===== config.mk =====
export PLATFORM = sky130hd
export DESIGN_NAME = script_token_scanner
export DESIGN_NICKNAME = d
export VERILOG_FILES = /design/src/design/sts_pkg.sv /design/src/design/sts_queue.sv /design/src/design/sts_core.sv /design/src/design/script_token_scanner.sv
export SDC_FILE = /design/constraint.sdc
export NUM_CORES = 1
export LEC_CHECK = 0
export BUFFER_PORTS_ARGS = -buffer_cell sky130_fd_sc_hd__buf_4
export CAP_MARGIN = 15
export CORE_UTILIZATION = 50
export DETAILED_ROUTE_END_ITERATION = 8
export PLACE_DENSITY_LB_ADDON = 0.15
export SLEW_MARGIN = 20
export SYNTH_ARGS = -nofsm -noshare
export SYNTH_HDL_FRONTEND = slang
export SYNTH_SLANG_ARGS = --single-unit

===== constraint.sdc =====
create_clock -name i_clk -period 19.5 [get_ports i_clk]
set_clock_uncertainty 0.15 [all_clocks]
set_input_delay 3.9 -clock i_clk [delete_from_list [all_inputs] [get_ports i_clk]]
set_output_delay 3.9 -clock i_clk [all_outputs]
set_load 0.01 [all_outputs]

===== src/design/sts_pkg.sv =====
`default_nettype none
// ----------------------------------------------------------------------------
// sts_pkg: shared types and constants of the script token scanner
// Token kinds, character codes, the keyword table and the transfer structs.
// ----------------------------------------------------------------------------
package sts_pkg;

    localparam int OUT_BITS    = 16;
    localparam int KIND_BITS   = 6;
    localparam int KW_CHARS    = 6;
    localparam int KW_COUNT    = 16;
    localparam int QUEUE_DEPTH = 4;
    localparam int LEVEL_BITS  = 3;
    localparam int PTR_BITS    = 2;
    localparam int BURST_MAX   = 3;

    localparam logic [15:0] LINE_TOP = 16'hFFFF;

    // token kinds
    localparam logic [KIND_BITS-1:0] KIND_LPAREN     = 6'd0;
    localparam logic [KIND_BITS-1:0] KIND_RPAREN     = 6'd1;
    localparam logic [KIND_BITS-1:0] KIND_LBRACE     = 6'd2;
    localparam logic [KIND_BITS-1:0] KIND_RBRACE     = 6'd3;
    localparam logic [KIND_BITS-1:0] KIND_COMMA      = 6'd4;
    localparam logic [KIND_BITS-1:0] KIND_DOT        = 6'd5;
    localparam logic [KIND_BITS-1:0] KIND_MINUS      = 6'd6;
    localparam logic [KIND_BITS-1:0] KIND_PLUS       = 6'd7;
    localparam logic [KIND_BITS-1:0] KIND_SEMI       = 6'd8;
    localparam logic [KIND_BITS-1:0] KIND_STAR       = 6'd9;
    localparam logic [KIND_BITS-1:0] KIND_BANG       = 6'd10;
    localparam logic [KIND_BITS-1:0] KIND_SLASH      = 6'd18;
    localparam logic [KIND_BITS-1:0] KIND_IDENT      = 6'd19;
    localparam logic [KIND_BITS-1:0] KIND_STRING     = 6'd20;
    localparam logic [KIND_BITS-1:0] KIND_NUMBER     = 6'd21;
    localparam logic [KIND_BITS-1:0] KIND_KW0        = 6'd22;
    localparam logic [KIND_BITS-1:0] KIND_UNEXPECTED = 6'd38;
    localparam logic [KIND_BITS-1:0] KIND_UNTERM     = 6'd39;
    localparam logic [KIND_BITS-1:0] KIND_END        = 6'd40;

    // character codes
    localparam logic [7:0] CH_TAB     = 8'h09;
    localparam logic [7:0] CH_LF      = 8'h0A;
    localparam logic [7:0] CH_CR      = 8'h0D;
    localparam logic [7:0] CH_SPACE   = 8'h20;
    localparam logic [7:0] CH_BANG    = 8'h21;
    localparam logic [7:0] CH_QUOTE   = 8'h22;
    localparam logic [7:0] CH_LPAREN  = 8'h28;
    localparam logic [7:0] CH_RPAREN  = 8'h29;
    localparam logic [7:0] CH_STAR    = 8'h2A;
    localparam logic [7:0] CH_PLUS    = 8'h2B;
    localparam logic [7:0] CH_COMMA   = 8'h2C;
    localparam logic [7:0] CH_MINUS   = 8'h2D;
    localparam logic [7:0] CH_DOT     = 8'h2E;
    localparam logic [7:0] CH_SLASH   = 8'h2F;
    localparam logic [7:0] CH_DIGIT_0 = 8'h30;
    localparam logic [7:0] CH_DIGIT_9 = 8'h39;
    localparam logic [7:0] CH_SEMI    = 8'h3B;
    localparam logic [7:0] CH_LESS    = 8'h3C;
    localparam logic [7:0] CH_EQUAL   = 8'h3D;
    localparam logic [7:0] CH_GREATER = 8'h3E;
    localparam logic [7:0] CH_UPPER_A = 8'h41;
    localparam logic [7:0] CH_UPPER_Z = 8'h5A;
    localparam logic [7:0] CH_UNDER   = 8'h5F;
    localparam logic [7:0] CH_LOWER_A = 8'h61;
    localparam logic [7:0] CH_LOWER_Z = 8'h7A;
    localparam logic [7:0] CH_LBRACE  = 8'h7B;
    localparam logic [7:0] CH_RBRACE  = 8'h7D;

    typedef struct packed {
        logic       op;
        logic [7:0] ch;
    } t_sts_in;

    typedef struct packed {
        logic [KIND_BITS-1:0] kind;
        logic [OUT_BITS-1:0]  start_pos;
        logic [OUT_BITS-1:0]  span_len;
        logic [OUT_BITS-1:0]  line_no;
        logic                 run_end;
    } t_sts_tok;

    // tokens produced by one input transfer, first cnt entries valid
    typedef struct packed {
        logic [1:0]                   cnt;
        t_sts_tok [BURST_MAX-1:0]     tok;
    } t_sts_push;

    typedef struct packed {
        logic                  has_room;
        logic [LEVEL_BITS-1:0] level;
    } t_sts_qstat;

    typedef struct packed {
        logic [8*KW_CHARS-1:0] text;   // first character in the top byte
        logic [2:0]            len;
    } t_kw_entry;

    function automatic logic is_digit(input logic [7:0] ch);
        return ch inside {[CH_DIGIT_0:CH_DIGIT_9]};
    endfunction

    function automatic logic is_alpha(input logic [7:0] ch);
        return ch inside {[CH_LOWER_A:CH_LOWER_Z], [CH_UPPER_A:CH_UPPER_Z], CH_UNDER};
    endfunction

    function automatic t_kw_entry kw_entry(input logic [3:0] idx);
        t_kw_entry e;
        case (idx)
            4'd0:    e = '{{"and",    24'h0}, 3'd3};
            4'd1:    e = '{{"class",   8'h0}, 3'd5};
            4'd2:    e = '{{"else",   16'h0}, 3'd4};
            4'd3:    e = '{{"false",   8'h0}, 3'd5};
            4'd4:    e = '{{"for",    24'h0}, 3'd3};
            4'd5:    e = '{{"fun",    24'h0}, 3'd3};
            4'd6:    e = '{{"if",     32'h0}, 3'd2};
            4'd7:    e = '{{"nil",    24'h0}, 3'd3};
            4'd8:    e = '{{"or",     32'h0}, 3'd2};
            4'd9:    e = '{{"print",   8'h0}, 3'd5};
            4'd10:   e = '{"return",          3'd6};
            4'd11:   e = '{{"super",   8'h0}, 3'd5};
            4'd12:   e = '{{"this",   16'h0}, 3'd4};
            4'd13:   e = '{{"true",   16'h0}, 3'd4};
            4'd14:   e = '{{"var",    24'h0}, 3'd3};
            default: e = '{{"while",   8'h0}, 3'd5};
        endcase
        return e;
    endfunction

    // word holds the first KW_CHARS bytes, first byte on top; len <= KW_CHARS
    function automatic logic [KIND_BITS-1:0] kw_lookup(input logic [8*KW_CHARS-1:0] word,
                                                       input logic [2:0] len);
        logic [KIND_BITS-1:0] kind;
        t_kw_entry            e;
        logic                 hit;
        kind = KIND_IDENT;
        for (int k = 0; k < KW_COUNT; k++) begin
            e   = kw_entry(4'(k));
            hit = (e.len == len);
            for (int i = 0; i < KW_CHARS; i++) begin
                if (i < int'(len) && word[8*KW_CHARS-1-8*i -: 8] != e.text[8*KW_CHARS-1-8*i -: 8])
                    hit = 1'b0;
            end
            if (hit) kind = KIND_KW0 + KIND_BITS'(k);
        end
        return kind;
    endfunction

endpackage
`default_nettype wire


===== src/design/sts_queue.sv =====
`default_nettype none
// ----------------------------------------------------------------------------
// sts_queue: token result queue
// Takes up to three tokens per cycle, hands out one per output transfer.
// ----------------------------------------------------------------------------
module sts_queue
    import sts_pkg::*;
(
    input  wire logic       i_clk,
    input  wire logic       i_rst_n,
    input  wire t_sts_push  i_push,
    input  wire logic       i_pop,
    output t_sts_tok        o_head,
    output t_sts_qstat      o_stat
);

    t_sts_tok              r_mem [QUEUE_DEPTH];
    logic [PTR_BITS-1:0]   r_wr;
    logic [PTR_BITS-1:0]   r_rd;
    logic [LEVEL_BITS-1:0] r_level;
    logic                  pop;

    assign pop = i_pop && (r_level != '0);

    always_ff @(posedge i_clk) begin
        for (int k = 0; k < BURST_MAX; k++) begin
            if (2'(k) < i_push.cnt) r_mem[PTR_BITS'(r_wr + PTR_BITS'(k))] <= i_push.tok[k];
        end
    end

    always_ff @(posedge i_clk) begin
        if (!i_rst_n) begin
            r_wr    <= '0;
            r_rd    <= '0;
            r_level <= '0;
        end else begin
            r_wr    <= r_wr + PTR_BITS'(i_push.cnt);
            r_rd    <= r_rd + PTR_BITS'(pop);
            r_level <= r_level + LEVEL_BITS'(i_push.cnt) - LEVEL_BITS'(pop);
        end
    end

    assign o_head          = r_mem[r_rd];
    assign o_stat.level    = r_level;
    // a whole burst must fit before the next input transfer is taken
    assign o_stat.has_room = (r_level <= LEVEL_BITS'(QUEUE_DEPTH - BURST_MAX));

endmodule
`default_nettype wire


===== src/design/sts_core.sv =====
`default_nettype none
// ----------------------------------------------------------------------------
// sts_core: scanner state and token decode
// Holds the scan mode and positions; turns one byte into up to three tokens.
// ----------------------------------------------------------------------------
module sts_core
    import sts_pkg::*;
#(
    parameter int POS_BITS    = 16,
    parameter int KEYWORD_MAX = 6
) (
    input  wire logic     i_clk,
    input  wire logic     i_rst_n,
    input  wire logic     i_accept,
    input  wire t_sts_in  i_item,
    output t_sts_push     o_push
);

    localparam int WL_BITS = $clog2(KEYWORD_MAX + 2);
    localparam int WI_BITS = $clog2(KEYWORD_MAX);
    localparam logic [WL_BITS-1:0]  WL_MAX  = WL_BITS'(KEYWORD_MAX);
    localparam logic [WL_BITS-1:0]  WL_OVER = WL_BITS'(KEYWORD_MAX + 1);
    localparam logic [POS_BITS-1:0] POS_TOP = '1;

    typedef enum logic [3:0] {
        M_IDLE, M_IDENT, M_INT, M_DOT, M_FRAC, M_STRING, M_SLASH, M_COMMENT, M_OP
    } t_mode;

    t_mode               r_mode,  n_mode;
    logic [1:0]          r_pend,  n_pend;
    logic [POS_BITS-1:0] r_start, n_start;
    logic [POS_BITS-1:0] r_pos,   n_pos;
    logic [15:0]         r_line,  n_line;
    logic [WL_BITS-1:0]  r_wlen,  n_wlen;
    logic [7:0]          r_wbuf [KEYWORD_MAX];

    logic                  wr_en;
    logic [WI_BITS-1:0]    wr_idx;
    logic [POS_BITS-1:0]   nxt;
    logic [POS_BITS-1:0]   dot_at;
    logic [15:0]           line_inc;
    logic [8*KW_CHARS-1:0] word;
    logic [KIND_BITS-1:0]  wkind;
    logic [KIND_BITS-1:0]  op_kind;
    t_sts_tok              fl0, fl1, ex;
    logic [1:0]            fl_cnt, fl_n, total;
    logic                  use_flush, ex_v, done;
    t_sts_tok [BURST_MAX-1:0] toks;
    logic [7:0]            ch;

    function automatic t_sts_tok mk_tok(input logic [KIND_BITS-1:0] kind,
                                        input logic [POS_BITS-1:0]  s,
                                        input logic [POS_BITS-1:0]  e,
                                        input logic [15:0]          line);
        t_sts_tok            t;
        logic [POS_BITS-1:0] d;
        d           = (e >= s) ? e - s : '0;
        t.kind      = kind;
        t.start_pos = OUT_BITS'(s);
        t.span_len  = OUT_BITS'(d);
        t.line_no   = line;
        t.run_end   = 1'b0;
        return t;
    endfunction

    assign ch       = i_item.ch;
    assign nxt      = (r_pos == POS_TOP) ? r_pos : r_pos + 1'b1;
    assign dot_at   = (r_pos > r_start) ? r_pos - 1'b1 : r_pos;
    assign line_inc = (r_line != LINE_TOP) ? r_line + 1'b1 : r_line;
    assign op_kind  = KIND_BANG + {3'b000, r_pend, 1'b0};

    always_comb begin
        for (int i = 0; i < KW_CHARS; i++) word[8*KW_CHARS-1-8*i -: 8] = r_wbuf[i];
        if (r_wlen > WL_BITS'(KW_CHARS)) wkind = KIND_IDENT;
        else                             wkind = kw_lookup(word, 3'(r_wlen));
    end

    // tokens that the pending mode completes when the current byte ends it
    always_comb begin
        fl_cnt = 2'd0;
        fl0    = '0;
        fl1    = '0;
        case (r_mode)
            M_IDENT: begin
                fl_cnt = 2'd1;
                fl0    = mk_tok(wkind, r_start, r_pos, r_line);
            end
            M_INT, M_FRAC: begin
                fl_cnt = 2'd1;
                fl0    = mk_tok(KIND_NUMBER, r_start, r_pos, r_line);
            end
            M_DOT: begin
                fl_cnt = 2'd2;
                fl0    = mk_tok(KIND_NUMBER, r_start, dot_at, r_line);
                fl1    = mk_tok(KIND_DOT, dot_at, r_pos, r_line);
            end
            M_STRING: begin
                fl_cnt = 2'd1;
                fl0    = mk_tok(KIND_UNTERM, r_start, r_pos, r_line);
            end
            M_SLASH: begin
                fl_cnt = 2'd1;
                fl0    = mk_tok(KIND_SLASH, r_start, r_pos, r_line);
            end
            M_OP: begin
                fl_cnt = 2'd1;
                fl0    = mk_tok(op_kind, r_start, r_pos, r_line);
            end
            default: ;
        endcase
    end

    always_comb begin
        n_mode    = r_mode;
        n_pend    = r_pend;
        n_start   = r_start;
        n_pos     = r_pos;
        n_line    = r_line;
        n_wlen    = r_wlen;
        wr_en     = 1'b0;
        wr_idx    = '0;
        use_flush = 1'b0;
        ex_v      = 1'b0;
        ex        = '0;
        done      = 1'b0;
        if (i_item.op) begin
            use_flush = 1'b1;
            ex_v      = 1'b1;
            ex        = mk_tok(KIND_END, r_pos, r_pos, r_line);
            n_mode    = M_IDLE;
            n_pend    = '0;
            n_start   = '0;
            n_pos     = '0;
            n_line    = 16'd1;
            n_wlen    = '0;
        end else begin
            case (r_mode)
                M_IDENT: begin
                    if (is_alpha(ch) || is_digit(ch)) begin
                        done = 1'b1;
                        if (r_wlen < WL_MAX) begin
                            wr_en  = 1'b1;
                            wr_idx = WI_BITS'(r_wlen);
                            n_wlen = r_wlen + 1'b1;
                        end else begin
                            n_wlen = WL_OVER;
                        end
                    end
                end
                M_INT: begin
                    if (is_digit(ch)) begin
                        done = 1'b1;
                    end else if (ch == CH_DOT) begin
                        n_mode = M_DOT;
                        done   = 1'b1;
                    end
                end
                M_DOT: begin
                    if (is_digit(ch)) begin
                        n_mode = M_FRAC;
                        done   = 1'b1;
                    end
                end
                M_FRAC: begin
                    if (is_digit(ch)) done = 1'b1;
                end
                M_STRING: begin
                    done = 1'b1;
                    if (ch == CH_QUOTE) begin
                        ex_v   = 1'b1;
                        ex     = mk_tok(KIND_STRING, r_start, nxt, r_line);
                        n_mode = M_IDLE;
                    end else if (ch == CH_LF) begin
                        n_line = line_inc;
                    end
                end
                M_SLASH: begin
                    if (ch == CH_SLASH) begin
                        n_mode = M_COMMENT;
                        done   = 1'b1;
                    end
                end
                M_COMMENT: begin
                    if (ch != CH_LF) done = 1'b1;
                end
                M_OP: begin
                    if (ch == CH_EQUAL) begin
                        ex_v   = 1'b1;
                        ex     = mk_tok(op_kind + 1'b1, r_start, nxt, r_line);
                        n_mode = M_IDLE;
                        done   = 1'b1;
                    end
                end
                default: ;
            endcase

            if (!done) begin
                // byte ends the pending token and starts fresh from idle
                use_flush = 1'b1;
                n_mode    = M_IDLE;
                n_start   = r_pos;
                case (ch)
                    CH_LPAREN:  begin ex_v = 1'b1; ex = mk_tok(KIND_LPAREN, r_pos, nxt, r_line); end
                    CH_RPAREN:  begin ex_v = 1'b1; ex = mk_tok(KIND_RPAREN, r_pos, nxt, r_line); end
                    CH_LBRACE:  begin ex_v = 1'b1; ex = mk_tok(KIND_LBRACE, r_pos, nxt, r_line); end
                    CH_RBRACE:  begin ex_v = 1'b1; ex = mk_tok(KIND_RBRACE, r_pos, nxt, r_line); end
                    CH_COMMA:   begin ex_v = 1'b1; ex = mk_tok(KIND_COMMA, r_pos, nxt, r_line); end
                    CH_DOT:     begin ex_v = 1'b1; ex = mk_tok(KIND_DOT, r_pos, nxt, r_line); end
                    CH_MINUS:   begin ex_v = 1'b1; ex = mk_tok(KIND_MINUS, r_pos, nxt, r_line); end
                    CH_PLUS:    begin ex_v = 1'b1; ex = mk_tok(KIND_PLUS, r_pos, nxt, r_line); end
                    CH_SEMI:    begin ex_v = 1'b1; ex = mk_tok(KIND_SEMI, r_pos, nxt, r_line); end
                    CH_STAR:    begin ex_v = 1'b1; ex = mk_tok(KIND_STAR, r_pos, nxt, r_line); end
                    CH_BANG:    begin n_mode = M_OP; n_pend = 2'd0; end
                    CH_EQUAL:   begin n_mode = M_OP; n_pend = 2'd1; end
                    CH_LESS:    begin n_mode = M_OP; n_pend = 2'd2; end
                    CH_GREATER: begin n_mode = M_OP; n_pend = 2'd3; end
                    CH_SLASH:   n_mode = M_SLASH;
                    CH_SPACE, CH_CR, CH_TAB: ;
                    CH_LF:      n_line = line_inc;
                    CH_QUOTE:   n_mode = M_STRING;
                    default: begin
                        if (is_digit(ch)) begin
                            n_mode = M_INT;
                        end else if (is_alpha(ch)) begin
                            n_mode = M_IDENT;
                            wr_en  = 1'b1;
                            wr_idx = '0;
                            n_wlen = WL_BITS'(1);
                        end else begin
                            ex_v = 1'b1;
                            ex   = mk_tok(KIND_UNEXPECTED, r_pos, nxt, r_line);
                        end
                    end
                endcase
            end
            n_pos = nxt;
        end
    end

    // pack flushed tokens first, then the byte's own token
    always_comb begin
        fl_n    = use_flush ? fl_cnt : 2'd0;
        total   = fl_n + 2'(ex_v);
        toks[0] = (fl_n != 2'd0) ? fl0 : ex;
        toks[1] = (fl_n == 2'd2) ? fl1 : ex;
        toks[2] = ex;
        for (int i = 0; i < BURST_MAX; i++) toks[i].run_end = (2'(i) == total - 2'd1);
        o_push.cnt = i_accept ? total : 2'd0;
        o_push.tok = toks;
    end

    always_ff @(posedge i_clk) begin
        if (i_accept && wr_en) r_wbuf[wr_idx] <= ch;
    end

    always_ff @(posedge i_clk) begin
        if (!i_rst_n) begin
            r_mode  <= M_IDLE;
            r_pend  <= '0;
            r_start <= '0;
            r_pos   <= '0;
            r_line  <= 16'd1;
            r_wlen  <= '0;
        end else if (i_accept) begin
            r_mode  <= n_mode;
            r_pend  <= n_pend;
            r_start <= n_start;
            r_pos   <= n_pos;
            r_line  <= n_line;
            r_wlen  <= n_wlen;
        end
    end

endmodule
`default_nettype wire


===== src/design/script_token_scanner.sv =====
`default_nettype none
// ----------------------------------------------------------------------------
// script_token_scanner: streaming source scanner
// Usage:
//   Source bytes enter on the input channel, one per transfer (op = 0), and
//   op = 1 marks end of input: it flushes the pending token, emits an end
//   marker and rewinds position and line count for the next source.
//   Tokens leave on the output channel, one per transfer, with kind, start
//   offset, length and line; run_end marks the last token of an input item.
//   A token is registered in the result queue and can be taken from the
//   cycle after the byte that completes it. Throughput: one byte per cycle.
//   The result queue holds four tokens and takes a byte only while it can
//   absorb a full burst of three, so an item that produces two or three
//   tokens holds the input back while the queue drains.
//   Receiver stall: the queue fills and the input stalls; nothing is dropped.
//   Reset (synchronous, active low) empties the queue and returns the scanner
//   to idle at offset 0, line 1.
// ----------------------------------------------------------------------------
module script_token_scanner
    import sts_pkg::*;
#(
    parameter int POS_BITS    = 16,
    parameter int KEYWORD_MAX = 6
) (
    input  wire logic     i_clk,
    input  wire logic     i_rst_n,
    input  wire logic     i_in_valid,
    output logic          o_in_stall,
    input  wire t_sts_in  i_in_data,
    output logic          o_out_valid,
    input  wire logic     i_out_stall,
    output t_sts_tok      o_out_data
);

    logic       in_accept;
    t_sts_push  push;
    t_sts_qstat qstat;

    assign o_in_stall  = !qstat.has_room;
    assign in_accept   = i_in_valid && !o_in_stall;
    assign o_out_valid = (qstat.level != '0);

    sts_core #(
        .POS_BITS    (POS_BITS),
        .KEYWORD_MAX (KEYWORD_MAX)
    ) u_core (
        .i_clk    (i_clk),
        .i_rst_n  (i_rst_n),
        .i_accept (in_accept),
        .i_item   (i_in_data),
        .o_push   (push)
    );

    sts_queue u_queue (
        .i_clk   (i_clk),
        .i_rst_n (i_rst_n),
        .i_push  (push),
        .i_pop   (o_out_valid && !i_out_stall),
        .o_head  (o_out_data),
        .o_stat  (qstat)
    );

`ifndef ASSERT_OFF
    a_level_bound: assert property (@(posedge i_clk) disable iff (!i_rst_n)
        qstat.level <= LEVEL_BITS'(QUEUE_DEPTH))
        else $error("token queue over capacity");

    a_reset_empty: assert property (@(posedge i_clk)
        !i_rst_n |=> !o_out_valid)
        else $error("output valid right after reset");

    a_end_marker: assert property (@(posedge i_clk) disable iff (!i_rst_n)
        (in_accept && i_in_data.op) |=> o_out_valid)
        else $error("end of input produced no token");

    a_no_push_idle: assert property (@(posedge i_clk) disable iff (!i_rst_n)
        !in_accept |-> (push.cnt == 2'd0))
        else $error("tokens pushed without an input transfer");
`endif

endmodule
`default_nettype wire

==> qor.yml <==
antenna_found_initial: 1
cts.sinks: 332
synth.top_cell.area_share_pct: 34.4
critPathCaptureType: "flop"
row_count: 78
grt.total_usage_pct: 35.3
dp_cells: 2908
fin_crit_sh_pct: 45.9
die_w_um: 218
hp-start: "u_core.r_line[10]$_SDFFE_PN0P_"
worstPathArrival_ps: 9120
whs_endpoint: "u_core.r_line[10]$_SDFFE_PN0P_"
rsz0062_at_grt: "no"
grt_pass1_vias: 19128
yosysMostFrequentCell: "edfxtp_1"
whs_path_depth: 2
grt_max_degree: 56
synthTopCellsByArea: "edfxtp_1 34%, dfxtp_1 5.5%, mux4_2 5.3%, ha_1 5.1%, a21oi_1 2.8%"
placed_area_um2: 24300
antenna_left: 0
synth-edff-count: 268
setup_viol: 0
clock-root-buffer: "clkbuf_16"
cts_tree: "done"
drtIter0Drc: 2678
htree_levels: 2
fmax_mhz: 112
worst_pin_slew_ps: 1240
hold_viol_final: 0
required_ps: 19670
fin_cells: 2977
via_count: 20559
p_leak_uw: 0.00931
synth_cells: 2340
grt_pass1_wl_mm: 124
gp_congestion: 0.987
peakVddDrop_uv: 112
ys_types: 117
start_util_pct: 51.0
reg2reg_depth: 20
dp_hpwl_mm: 61.2
reg2reg_to: "u_queue.r_mem[3][19]$_DFFE_PP_"
drc: 0
antenna_cells: 0
p_per_area_nw_per_um2: 96.4
path_clk_slew_ps: 60
drive_gt1_share_pct: 13.5
ctsResizeCount: 0
min_period_ps: 8950
cp_max_fo: 17
wire_per_inst_um: 28.4
syn_area_um2: 23400
async_flop_share_pct: 0
yosysWarnings: 0
slew_headroom_pct: 17.1
io_buffers: 69
overflow: 0
synth-seq-cells: 332
core_area_um2: 45800
drt-vias-per-instance: 6.91
insertion_delay_ps: 580
layout.nets: 2462
drt_first_pass_iters: 7
rrSetupSlack_ps: 11580
setup_tns_ps: 0
critPathLaunch: "i_in_data[7]"
synth_flop_cell: "edfxtp_1"
fill_cells: 3957
slew_violations: 0
postCtsSetupRepairBufs: 0
ioPinCount: 70
critPathLaunchType: "input port"
synth_top_cell_by_area: "edfxtp_1"
seq_area_frac_synth_pct: 39.9
dieArea_um2: 47600
cts_buffer_depth: 3
area_growth_pct: 9.57
maxCapViolCount: 0
die_h_um: 218
reg2reg_from: "u_core.r_pos[0]$_SDFFE_PN0P_"
synth_common_cells: "268 x edfxtp_1, 176 x nand2_1, 172 x nor2_1"
cts_made_buffers: 38
path_class: "in2reg"
min_path_type: "reg2reg"
cts-hold-fix-buffers: 0
fin_area_um2: 25600
status: "finished, final reports clean"
syn_nets: 2454
wl_mm: 84.4
avgSynthCellArea_um2: 9.99
==> cells by family after synthesis <==
group | Yosys count | share of synthesized area [%]
AO/OA/AOI/OAI | 704 | 22.6
XOR/XNOR | 99 | 3.74
adder cells (fa/ha/maj) | 102 | 5.64
buffers and inverters | 212 | 3.78
flip-flops | 332 | 39.9
multiplexers | 67 | 5.89
AND/OR/NAND/NOR | 824 | 18.5
==> metrics by stage <==
stage	util [%]	total power (uW)	hold slack, ps	setup slack [ps]
after floorplan	-	1440	308	3510
after global placement	53.1	1730	317	10320
after detailed placement	53.2	1740	341	10150
after CTS	55.9	2460	349	10740
after global routing	55.9	2560	382	10280
final	55.9	2470	355	10550
==> cells in the final DEF (no fill, tap or decap), types with 19 or more instances in the layout <==
master and n:
clkbuf_16 39, o21ai_0 113, a31oi_1 25, a22oi_1 48
buf_4 99, a21o_1 28, xor2_1 39, a221o_1 39
xnor2_1 59, nor4_1 20, a21oi_1 131, or3_1 28
o21a_1 19, inv_1 80, o221ai_1 64, and2_1 52
nand2_1 176, ha_1 95, nand4_1 27, nand2b_1 24
dfxtp_1 62, o22ai_1 33, nand3_1 64, nor3_1 58
and3_1 28, nor2_1 170, nor2b_1 90, edfxtp_1 268
mux4_2 55
==> layer usage <==
metal	global-route usage, %	share of wire, %	routed length, um	vias to the layer above
met5	0	0.011	9	-
met1	51.0	43	36200	10067
met2	52.1	43	36000	1180
met3	8.09	11	9480	189
met4	11.0	3.2	2700	2
li1	-	-	-	9121
==> critical path, cell delays in order <==
cell and delay, ps:
buf_4 160, or3b_2 540, nor4_4 470, a311o_2 260, nor2_4 90, a21o_4 390
nor2b_4 220, inv_1 110, ha_1 250, xnor2_1 710, nand3_1 550, nand2_1 620
nor2_1 420, a221o_1 390
==> registers in the layout, indices dropped and copies added (netlist names), 3 cells and up <==
| name | flops |
|---|---|
| u_core.r_line | 16 |
| u_core.r_mode | 4 |
| u_core.r_pos | 16 |
| u_core.r_start | 16 |
| u_core.r_wbuf | 48 |
| u_core.r_wlen | 3 |
| u_queue.r_level | 3 |
| u_queue.r_mem | 220 |
==> report_power, final <==
part	switching, uW	internal (uW)
registers	32.3	841
logic	512	351
clock network	308	423
total	852	1610
==> final cells by class <==
type | instances | area (um2) | share of cell area [%]
flip-flops and latches | 332 | 9330 | 36.5
clock inverters | 25 | 256 | 1.00
inverters | 81 | 304 | 1.19
well taps | 600 | 751 | 2.93
repair buffers | 99 | 743 | 2.90
clock buffers | 44 | 995 | 3.89
multi-input cells | 1796 | 13200 | 51.6
==> how the worst max path moves through the flow <==
stage | slack [ps] | end | depth (start not counted)
3_3_place_gp | 10320 | u_queue.r_mem[1][12]$_DFFE_PP_ | 18
4_1_cts | 10740 | u_queue.r_mem[3][38]$_DFFE_PP_ | 14
5_1_grt | 10280 | u_queue.r_mem[3][46]$_DFFE_PP_ | 15
2_1_floorplan | 3510 | u_queue.r_mem[0][0]$_DFFE_PP_ | 14
6_report | 10550 | u_queue.r_mem[3][38]$_DFFE_PP_ | 14
3_5_place_dp | 10150 | u_queue.r_mem[3][38]$_DFFE_PP_ | 14
No activity file was read; power rests on OpenSTA's default activity.
